**src/rtl/mhid_pkg.sv**
```systemverilog
`timescale 1ns / 1ps

package mhid_pkg;

    // Heap geometry
    localparam int HEAP_DEPTH = 128;
    localparam int IDX_W      = $clog2(HEAP_DEPTH);
    localparam int CNT_W      = $clog2(HEAP_DEPTH + 1);
    localparam int CHILD_W    = IDX_W + 2;

    localparam int VAL_W      = 32;
    localparam int TOTAL_W    = 8;

    // Command codes
    localparam logic CMD_INSERT = 1'b0;
    localparam logic CMD_DELETE = 1'b1;

    typedef enum logic [1:0] {
        ST_OK        = 2'd0,
        ST_FULL      = 2'd1,
        ST_NOT_FOUND = 2'd2,
        ST_EMPTY     = 2'd3
    } mhid_status_t;

    // One result as handed from the core to the output register
    typedef struct packed {
        mhid_status_t              status;
        logic [TOTAL_W-1:0]        entry_total;
        logic                      top_valid;
        logic signed [VAL_W-1:0]   top_value;
    } mhid_res_t;

endpackage

```
**src/rtl/mhid_core.sv**
```systemverilog
`timescale 1ns / 1ps

module mhid_core (
    input  logic                           clk,
    input  logic                           rst_n,
    input  logic                           start,
    input  logic                           cmd,
    input  logic signed [mhid_pkg::VAL_W-1:0] value,
    output logic                           ready,
    output logic                           done,
    input  logic                           done_ack,
    output mhid_pkg::mhid_res_t            res
);
    import mhid_pkg::*;

    typedef enum logic [3:0] {
        S_IDLE,
        S_SCAN,
        S_RD_LAST,
        S_MOVE,
        S_UP_RD,
        S_UP_CMP,
        S_DN_RDL,
        S_DN_RDR,
        S_DN_CMP,
        S_FIN,
        S_DONE
    } state_t;

    state_t                    state_reg;
    logic [CNT_W-1:0]          count_reg;
    logic [IDX_W-1:0]          pos_reg;
    logic signed [VAL_W-1:0]   cur_reg;
    logic signed [VAL_W-1:0]   key_reg;
    logic signed [VAL_W-1:0]   lval_reg;
    logic signed [VAL_W-1:0]   top_reg;
    logic                      first_reg;
    mhid_status_t              status_reg;
    logic [CNT_W-1:0]          scan_addr_reg;
    logic [IDX_W-1:0]          chk_idx_reg;
    logic                      chk_valid_reg;

    // Heap store, one write and one registered read per cycle
    logic signed [VAL_W-1:0]   mem [HEAP_DEPTH];
    logic signed [VAL_W-1:0]   rd_data_reg;
    logic [IDX_W-1:0]          rd_addr;
    logic                      wr_en;
    logic [IDX_W-1:0]          wr_addr;
    logic signed [VAL_W-1:0]   wr_data;

    // Index arithmetic around the current position
    logic [IDX_W-1:0]          parent_idx;
    logic [CHILD_W-1:0]        left_idx;
    logic [CHILD_W-1:0]        right_idx;
    logic [CNT_W-1:0]          last_cnt;
    logic                      left_in;
    logic                      right_in;

    // Sift-down choice of the largest of node and children
    logic signed [VAL_W-1:0]   best_val;
    logic [IDX_W-1:0]          best_idx;
    logic                      best_moves;

    assign parent_idx = (pos_reg - IDX_W'(1)) >> 1;
    assign left_idx   = (CHILD_W'(pos_reg) << 1) + CHILD_W'(1);
    assign right_idx  = left_idx + CHILD_W'(1);
    assign last_cnt   = count_reg - CNT_W'(1);
    assign left_in    = left_idx < CHILD_W'(count_reg);
    assign right_in   = right_idx < CHILD_W'(count_reg);

    always_comb
    begin
        best_val   = cur_reg;
        best_idx   = pos_reg;
        best_moves = 1'b0;
        if (lval_reg > best_val)
        begin
            best_val   = lval_reg;
            best_idx   = left_idx[IDX_W-1:0];
            best_moves = 1'b1;
        end
        if (right_in && (rd_data_reg > best_val))
        begin
            best_val   = rd_data_reg;
            best_idx   = right_idx[IDX_W-1:0];
            best_moves = 1'b1;
        end
    end

    // Read address by state
    always_comb
    begin
        unique case (state_reg)
            S_SCAN:    rd_addr = scan_addr_reg[IDX_W-1:0];
            S_RD_LAST: rd_addr = last_cnt[IDX_W-1:0];
            S_UP_RD:   rd_addr = parent_idx;
            S_DN_RDL:  rd_addr = left_idx[IDX_W-1:0];
            S_DN_RDR:  rd_addr = right_idx[IDX_W-1:0];
            default:   rd_addr = '0;
        endcase
    end

    // Write port: moves during sifting, final placement of the held value
    always_comb
    begin
        wr_en   = 1'b0;
        wr_addr = pos_reg;
        wr_data = cur_reg;
        unique case (state_reg)
            S_UP_CMP:
            begin
                wr_en   = rd_data_reg < cur_reg;
                wr_data = rd_data_reg;
            end
            S_DN_CMP:
            begin
                wr_en   = best_moves;
                wr_data = best_val;
            end
            S_FIN:
            begin
                wr_en = 1'b1;
            end
            default:
            begin
                wr_en = 1'b0;
            end
        endcase
    end

    always_ff @(posedge clk)
    begin
        if (wr_en)
        begin
            mem[wr_addr] <= wr_data;
        end
        rd_data_reg <= mem[rd_addr];
    end

    // Sequencer
    always_ff @(posedge clk or negedge rst_n)
    begin
        if (!rst_n)
        begin
            state_reg     <= S_IDLE;
            count_reg     <= '0;
            status_reg    <= ST_OK;
            first_reg     <= 1'b0;
            chk_valid_reg <= 1'b0;
            pos_reg       <= '0;
            cur_reg       <= '0;
            key_reg       <= '0;
            lval_reg      <= '0;
            top_reg       <= '0;
            scan_addr_reg <= '0;
            chk_idx_reg   <= '0;
        end
        else
        begin
            // Root copy follows every write to the top entry
            if (wr_en && (wr_addr == '0))
            begin
                top_reg <= wr_data;
            end

            unique case (state_reg)
                S_IDLE:
                begin
                    if (start)
                    begin
                        key_reg    <= value;
                        first_reg  <= 1'b0;
                        if (cmd == CMD_INSERT)
                        begin
                            if (count_reg >= CNT_W'(HEAP_DEPTH))
                            begin
                                status_reg <= ST_FULL;
                                state_reg  <= S_DONE;
                            end
                            else
                            begin
                                status_reg <= ST_OK;
                                pos_reg    <= count_reg[IDX_W-1:0];
                                cur_reg    <= value;
                                count_reg  <= count_reg + CNT_W'(1);
                                state_reg  <= (count_reg == '0) ? S_FIN : S_UP_RD;
                            end
                        end
                        else if (count_reg == '0)
                        begin
                            status_reg <= ST_EMPTY;
                            state_reg  <= S_DONE;
                        end
                        else
                        begin
                            status_reg    <= ST_OK;
                            scan_addr_reg <= '0;
                            chk_valid_reg <= 1'b0;
                            state_reg     <= S_SCAN;
                        end
                    end
                end

                // Linear search, one read issued and one compare per cycle
                S_SCAN:
                begin
                    chk_idx_reg <= scan_addr_reg[IDX_W-1:0];
                    if (scan_addr_reg < count_reg)
                    begin
                        scan_addr_reg <= scan_addr_reg + CNT_W'(1);
                    end
                    if (chk_valid_reg && (rd_data_reg == key_reg))
                    begin
                        pos_reg       <= chk_idx_reg;
                        chk_valid_reg <= 1'b0;
                        state_reg     <= S_RD_LAST;
                    end
                    else if (chk_valid_reg && (CNT_W'(chk_idx_reg) == last_cnt))
                    begin
                        status_reg    <= ST_NOT_FOUND;
                        chk_valid_reg <= 1'b0;
                        state_reg     <= S_DONE;
                    end
                    else
                    begin
                        chk_valid_reg <= scan_addr_reg < count_reg;
                    end
                end

                S_RD_LAST:
                begin
                    state_reg <= S_MOVE;
                end

                // Last entry fills the hole; pick direction of repair
                S_MOVE:
                begin
                    cur_reg   <= rd_data_reg;
                    count_reg <= last_cnt;
                    if (CNT_W'(pos_reg) == last_cnt)
                    begin
                        state_reg <= S_DONE;
                    end
                    else if (pos_reg == '0)
                    begin
                        state_reg <= S_DN_RDL;
                    end
                    else
                    begin
                        first_reg <= 1'b1;
                        state_reg <= S_UP_RD;
                    end
                end

                S_UP_RD:
                begin
                    state_reg <= S_UP_CMP;
                end

                S_UP_CMP:
                begin
                    first_reg <= 1'b0;
                    if (rd_data_reg < cur_reg)
                    begin
                        pos_reg   <= parent_idx;
                        state_reg <= (parent_idx == '0) ? S_FIN : S_UP_RD;
                    end
                    else
                    begin
                        state_reg <= first_reg ? S_DN_RDL : S_FIN;
                    end
                end

                S_DN_RDL:
                begin
                    state_reg <= left_in ? S_DN_RDR : S_FIN;
                end

                S_DN_RDR:
                begin
                    lval_reg  <= rd_data_reg;
                    state_reg <= S_DN_CMP;
                end

                S_DN_CMP:
                begin
                    if (best_moves)
                    begin
                        pos_reg   <= best_idx;
                        state_reg <= S_DN_RDL;
                    end
                    else
                    begin
                        state_reg <= S_FIN;
                    end
                end

                S_FIN:
                begin
                    state_reg <= S_DONE;
                end

                S_DONE:
                begin
                    if (done_ack)
                    begin
                        state_reg <= S_IDLE;
                    end
                end

                default:
                begin
                    state_reg <= S_IDLE;
                end
            endcase
        end
    end

    assign ready = state_reg == S_IDLE;
    assign done  = state_reg == S_DONE;

    assign res.status      = status_reg;
    assign res.entry_total = TOTAL_W'(count_reg);
    assign res.top_valid   = count_reg != '0;
    assign res.top_value   = (count_reg != '0) ? top_reg : '0;

endmodule

```
**config.mk**
```make
export PLATFORM = sky130hd
export DESIGN_NAME = mhid_core
export DESIGN_NICKNAME = d
export VERILOG_FILES = /design/src/rtl/mhid_pkg.sv /design/src/rtl/mhid_core.sv
export SDC_FILE = /design/constraint.sdc
export NUM_CORES = 2
export LEC_CHECK = 0
export BUFFER_PORTS_ARGS = -buffer_cell sky130_fd_sc_hd__buf_2
export CORE_UTILIZATION = 50
export DETAILED_ROUTE_END_ITERATION = 6
export HOLD_SLACK_MARGIN = 0.02
export PLACE_DENSITY = 0.65
export SYNTH_ARGS = -nofsm -noshare
export SYNTH_HDL_FRONTEND = slang
export SYNTH_SLANG_ARGS = --single-unit
```
**constraint.sdc**
```tcl
create_clock -name clk -period 12.8 [get_ports clk]
set_input_delay 1.28 -clock clk [delete_from_list [all_inputs] [get_ports clk]]
set_output_delay 1.28 -clock clk [all_outputs]
set_load 0.1 [all_outputs]
```
Word level (Yosys, flattened, before mapping)
Memories as Yosys holds them, arrays and structs flattened. A register that Yosys moved wholly into a read port is not among the register bits.
Index checks and enable logic that the tools add are counted.
{ "word_totals": {"reg_bits": 166, "ramBits": 4096, "output_inout_bits": 45, "word_cells": 141, "mem_count": 1} }
{ "mem_list": {"columns": ["memory", "words", "word_bits", "rd", "rd_clocked_by_memory_dff", "write_ports", "line_no", "rtl"], "rows": [
  ["mem", 128, 32, 1, 1, 1, "mhid_core.sv:44", "logic signed [VAL_W-1:0] mem [HEAP_DEPTH];"]
]} }
{ "op_classes": {"addsub": 6, "n_lt_le_gt_ge": 7, "n_eq_ne": 29, "muxes": 65, "n_reduce_logical": 21} }
{ "op_table": {"columns": ["cell", "count"], "rows": [
  ["two-way mux 32 bit", 6],
  ["one-hot mux 32 bit (2 select lines)", 2],
  ["> comparator 32 bit", 2],
  ["two-way mux 4 bit", 14],
  ["two-way mux 7 bit", 8],
  ["two-way mux 8 bit", 7],
  ["one-hot mux 4 bit (11 select lines)", 1],
  ["one-hot mux 7 bit (5 select lines)", 1],
  ["== test 32 bit", 1],
  ["less-than comparator 32 bit", 1],
  ["one-hot mux 8 bit (2 select lines)", 2],
  ["one-hot mux 7 bit (4 select lines)", 1],
  ["!= test 2 bit (second input constant)", 13],
  ["less-than comparator 9 x 8 -> 1 bit", 2],
  ["adder 8 x 1 -> 8 bit (second input constant)", 2],
  ["== test 4 x 3 -> 1 bit (second input constant)", 4],
  ["== test 7 x 8 -> 1 bit", 2],
  ["AND reduction 4 bit", 4],
  ["zero test 7 bit", 2],
  ["two-way mux 1 bit", 13],
  ["== test 4 bit (second input constant)", 3],
  ["two-way mux 2 bit", 6],
  ["adder 8 x 1 -> 9 bit (second input constant)", 1],
  ["adder 9 x 1 -> 9 bit (second input constant)", 1],
  ["other kinds (22)", 29]
]} }

Logic depth before layout (Yosys ltp)
{ "logic_depth": {"word_depth": 8, "mapped_depth": 24, "depth_no_buf": 20} }

Worst setup path after synthesis
Ideal clock, no wire load.
{ "synth_path": {"path_kind": "register to register", "startpoint": "register cur_reg[14]", "endpoint": "memory mem[0][5], data pin", "setup_ns": 0.928, "arrival_ns": 8.031, "t_required_ns": 11.872, "path_slack_ns": 3.841, "path_stages_with_launch": 22, "synth_period_minus_slack_ns": 8.959, "path_cell_list": "dfrtp_1 > inv_1 > ha_1 > nand4_1 > nor3_1 > a21boi_0 > o31ai_1 > nand3_1 > o211a_1 > clkbuf_1 > buf_2 > mux2i_1 > ha_1 > a21o_1 > nand3_1 > a21oi_1 > o41a_1 > or4_4 > nand2_4 > a21oi_1 > clkbuf_1 > o221ai_1"} }
{ "synth_via": {"elab_chain_len": 6} }
{ "synth_rtl": {"columns": ["element", "line_no", "rtl"], "rows": [
  ["from (decl)", "mhid_core.sv:33", "logic signed [VAL_W-1:0] cur_reg;"],
  ["from (signal assigned)", "mhid_core.sv:184", "cur_reg <= value;"],
  ["from (signal assigned)", "mhid_core.sv:238", "cur_reg <= rd_data_reg;"],
  ["> comparator 32 bit", "mhid_core.sv:76", "if (lval_reg > best_val)"],
  ["two-way mux 32 bit (*)", "mhid_core.sv:76", null],
  ["> comparator 32 bit", "mhid_core.sv:82", "if (right_in && (rd_data_reg > best_val))"],
  ["logical AND 1 bit", "mhid_core.sv:82", null],
  ["two-way mux 32 bit (*)", "mhid_core.sv:82", null],
  ["one-hot mux 32 bit (2 select lines) (*)", "mhid_core.sv:109", "unique case (state_reg)"],
  ["named net wr_data[5]", "mhid_core.sv:49", "logic signed [VAL_W-1:0] wr_data;"],
  ["to (decl)", "mhid_core.sv:44", null]
]} }
Mark *: on every way through the listed nets, which the timed path passes. The rest lies on a longest branch.

Worst setup path in the final report
{ "layout_path": {"startpoint": "register cur_reg[31]", "endpoint": "memory mem[98][15], data pin"} }
Same word-level chain as after synthesis.

==> reports/qor.yml <==
relSlewSlack_pct: 2.85
critPathMostFrequentCell: "buf_4"
core_area_um2: 346000
ys_top_cells_by_count: "4096 x edfxtp_1, 2291 x nand2_1, 984 x a211oi_1"
drv_slew: 0
synth.area.top_cells: "edfxtp_1 71%, nand2_1 4.9%, a211oi_1 4.2%"
yosysMostFrequentCell: "edfxtp_1"
clkPwrFrac_pct: 22.6
grt_first_pass_wirelength_um: 772000
comb_power_share_pct: 41.6
postSynthCellCount: 12600
syn_to_final_growth_pct: 12.1
synth_top_flop_cell: "edfxtp_1"
yosys_register_bits: 4294
dr.pass1.iters: 6
p_total_mw: 56.4
async_flop_share_pct: 3.87
post_cts_buffers: 0
netlist.area_leader.share_pct: 70.6
insertion_delay_ns: 1.02
cts_sinks: 4294
worst-setup-path-type: "reg2reg"
cts_tree: "yes"
reg2reg_slack_ns: 3.84
cp_cell_sequence: "inv_1 -> ha_1 -> nand4_1 -> nor4_1 -> o31ai_1 -> nand3_1 -> o211a_2 -> buf_4 -> mux2i_1 -> ha_1 -> a21oi_1 -> o21a_1 -> a2bb2oi_1 -> a21oi_1 -> o311ai_1 -> nand3_4 -> buf_4 -> o221ai_4 -> buf_4 -> buf_4"
setup_viol_count_final: 0
clockRootBuffer: "clkbuf_16"
p_leak_nw: 65.3
final.period_utilization_pct: 70.0
cp_num_buf_inv: 5
htreeDepth: 5
maxCapViolCount: 0
avgSynthCellArea_um2: 13.8
io_pins: 82
wl_um: 542000
globalRouteOverflowTotal: 0
hold_buffers: 0
synth_top_area_cell: "edfxtp_1"
arrival_ns: 9.56
tns_ns: 0
drc_errors: 0
die_w_um: 592
start_util_pct: 50.3
top_register: "mem"
p_switching_mw: 24.1
power_density_nw_per_um2: 289
final_area_um2: 195000
dieArea_um2: 351000
clk_pin_slew_ns: 0.06
rows: 216
vdd_drop_max_mv: 0.352
crit_path_max_fanout: 82
synth-edff-count: 4096
grt_pass1_vias: 108000
p_sw_share_pct: 42.8
fmax_mhz: 112
intPower_mw: 32.3
die_y_um: 592
ys_seq_area_share_pct: 73.3
synth_nets: 12800
final_nets: 12600
ant_nets: 0
startpoint_type: "flip-flop"
drive_gt1_share_pct: 10.8
vias_per_cell: 6.54
antenna_found_initial: 29
critPathMaxStageDelay_ns: 0.86
p_seq_share_pct: 35.8
hpwl_um: 314000
clock_path_buffers: 4
hold_violations: 0
dpl_cell_area_um2: 181000
syn-cell-area_um2: 174000
finClkSkew_ns: 0.114
gp_congestion: 0.940
wl_per_cell_um: 31.1
holdCritPathClass: "in2async"
path_delay_family: "buffers and inverters"
end_kind: "flip-flop"
rsz0062_at_grt: "false"
hold_ws_ns: 0.444
port_buffers: 81
worst_ep_required_time_ns: 13.40
drtIter0Drc: 16400
worst_pin_slew_ns: 1.45
grt_max_degree: 178
cts_buffers: 432
grt_usage_pct: 30.3
cp_slowest_cell: "buf_4"
min_period_ns: 8.96
synth-warning-count: 0
cts_resized: 0
status: "finished, final reports clean"
fillers: 27000
yosys.cell_types.count: 81
largest_register_ff_count: 4096
num_vias: 114000
==> cells by family (layout without fill, tap and decap cells) <==
logic type                 after synthesis  count (layout)  synth area share (%)
and+or+nand+nor                       4131            4131                  10.9
other                                    0              12                     0
AOI/OAI and AO/OA                     2726            2726                  10.6
adders and majority gates              123             123                 0.883
buffers and inverters                 1087            1301                  2.60
DFF                                   4294            4294                  73.3
muxes                                  173             173                  1.32
xor gates and xnor gates                72              72                 0.362
==> worst paths after layout <==
| kind | start | end | cells past startpoint |
|---|---|---|---|
| worst min-delay path | rst_n | key_reg[1] | 1 |
| worst min register to register | scan_addr_reg[7] | scan_addr_reg[7] | 1 |
| min in group clk | scan_addr_reg[7] | scan_addr_reg[7] | 1 |
| worst max register to register | cur_reg[31] | mem[98][15] | 20 |
| max in group asynchronous | rst_n | top_reg[10] | 2 |
| worst max-delay path | cur_reg[31] | mem[98][15] | 20 |
==> placed cells by master (no fill, tap or decap), types with 42 or more instances in the layout <==
cell / n
edfxtp_1: 4096
a211oi_1: 981
o22ai_1: 368
mux2_2: 43
inv_1: 82
nor4_1: 52
buf_4: 309
a31oi_1: 769
nand2_1: 2290
nand3_1: 330
nor2_1: 101
clkinv_2: 87
and3_1: 953
clkbuf_16: 440
xnor2_1: 42
o21ai_0: 108
nor2_4: 128
ha_1: 123
a21oi_1: 242
nor3_1: 112
buf_2: 80
mux2i_1: 71
clkbuf_1: 77
clkinv_1: 94
bufinv_16: 47
o2111ai_1: 122
dfrtp_1: 166
==> power groups by stage <==
stage / clock network [mW] / logic, mW / registers (mW)
floorplan: 0 / 11.9 / 21.3
global placement: 0 / 22.3 / 20.4
detailed placement: 0 / 22.7 / 20.5
CTS: 12.8 / 22.7 / 20.2
global route: 13.4 / 24.3 / 20.2
finish: 12.7 / 23.5 / 20.2
==> per-layer routing <==
metal,part of all wire [%],GRT usage [%],up-vias
met3,12,7.85,1011
met5,0.0076,0,-
met4,5.2,14.3,6
li1,-,-,48600
met2,43,43.9,6823
met1,39,42.9,57400
==> stage by stage <==
step,utilization (%),worst slack [ns],instances
CTS,56.4,3.96,17400
global placement,52.3,4.07,16600
floorplan,-,3.84,12600
finish,56.4,3.84,17400
detailed placement,52.3,4.04,16600
global route,56.4,3.48,17400
==> area by class of cell <==
class                           count  area [µm²]  area share [%]
Inverter                           83         312           0.159
Clock inverter                    269        2700            1.38
Antenna cell                       12        30.0          0.0154
Multi-Input combinational cell   7225       44000            22.5
Tap cell                         4578        5730            2.93
Sequential cell                  4294      128000            65.4
Timing Repair Buffer              417        3260            1.67
Clock buffer                      532       11500            5.89
(Power assumes the default switching activity.)
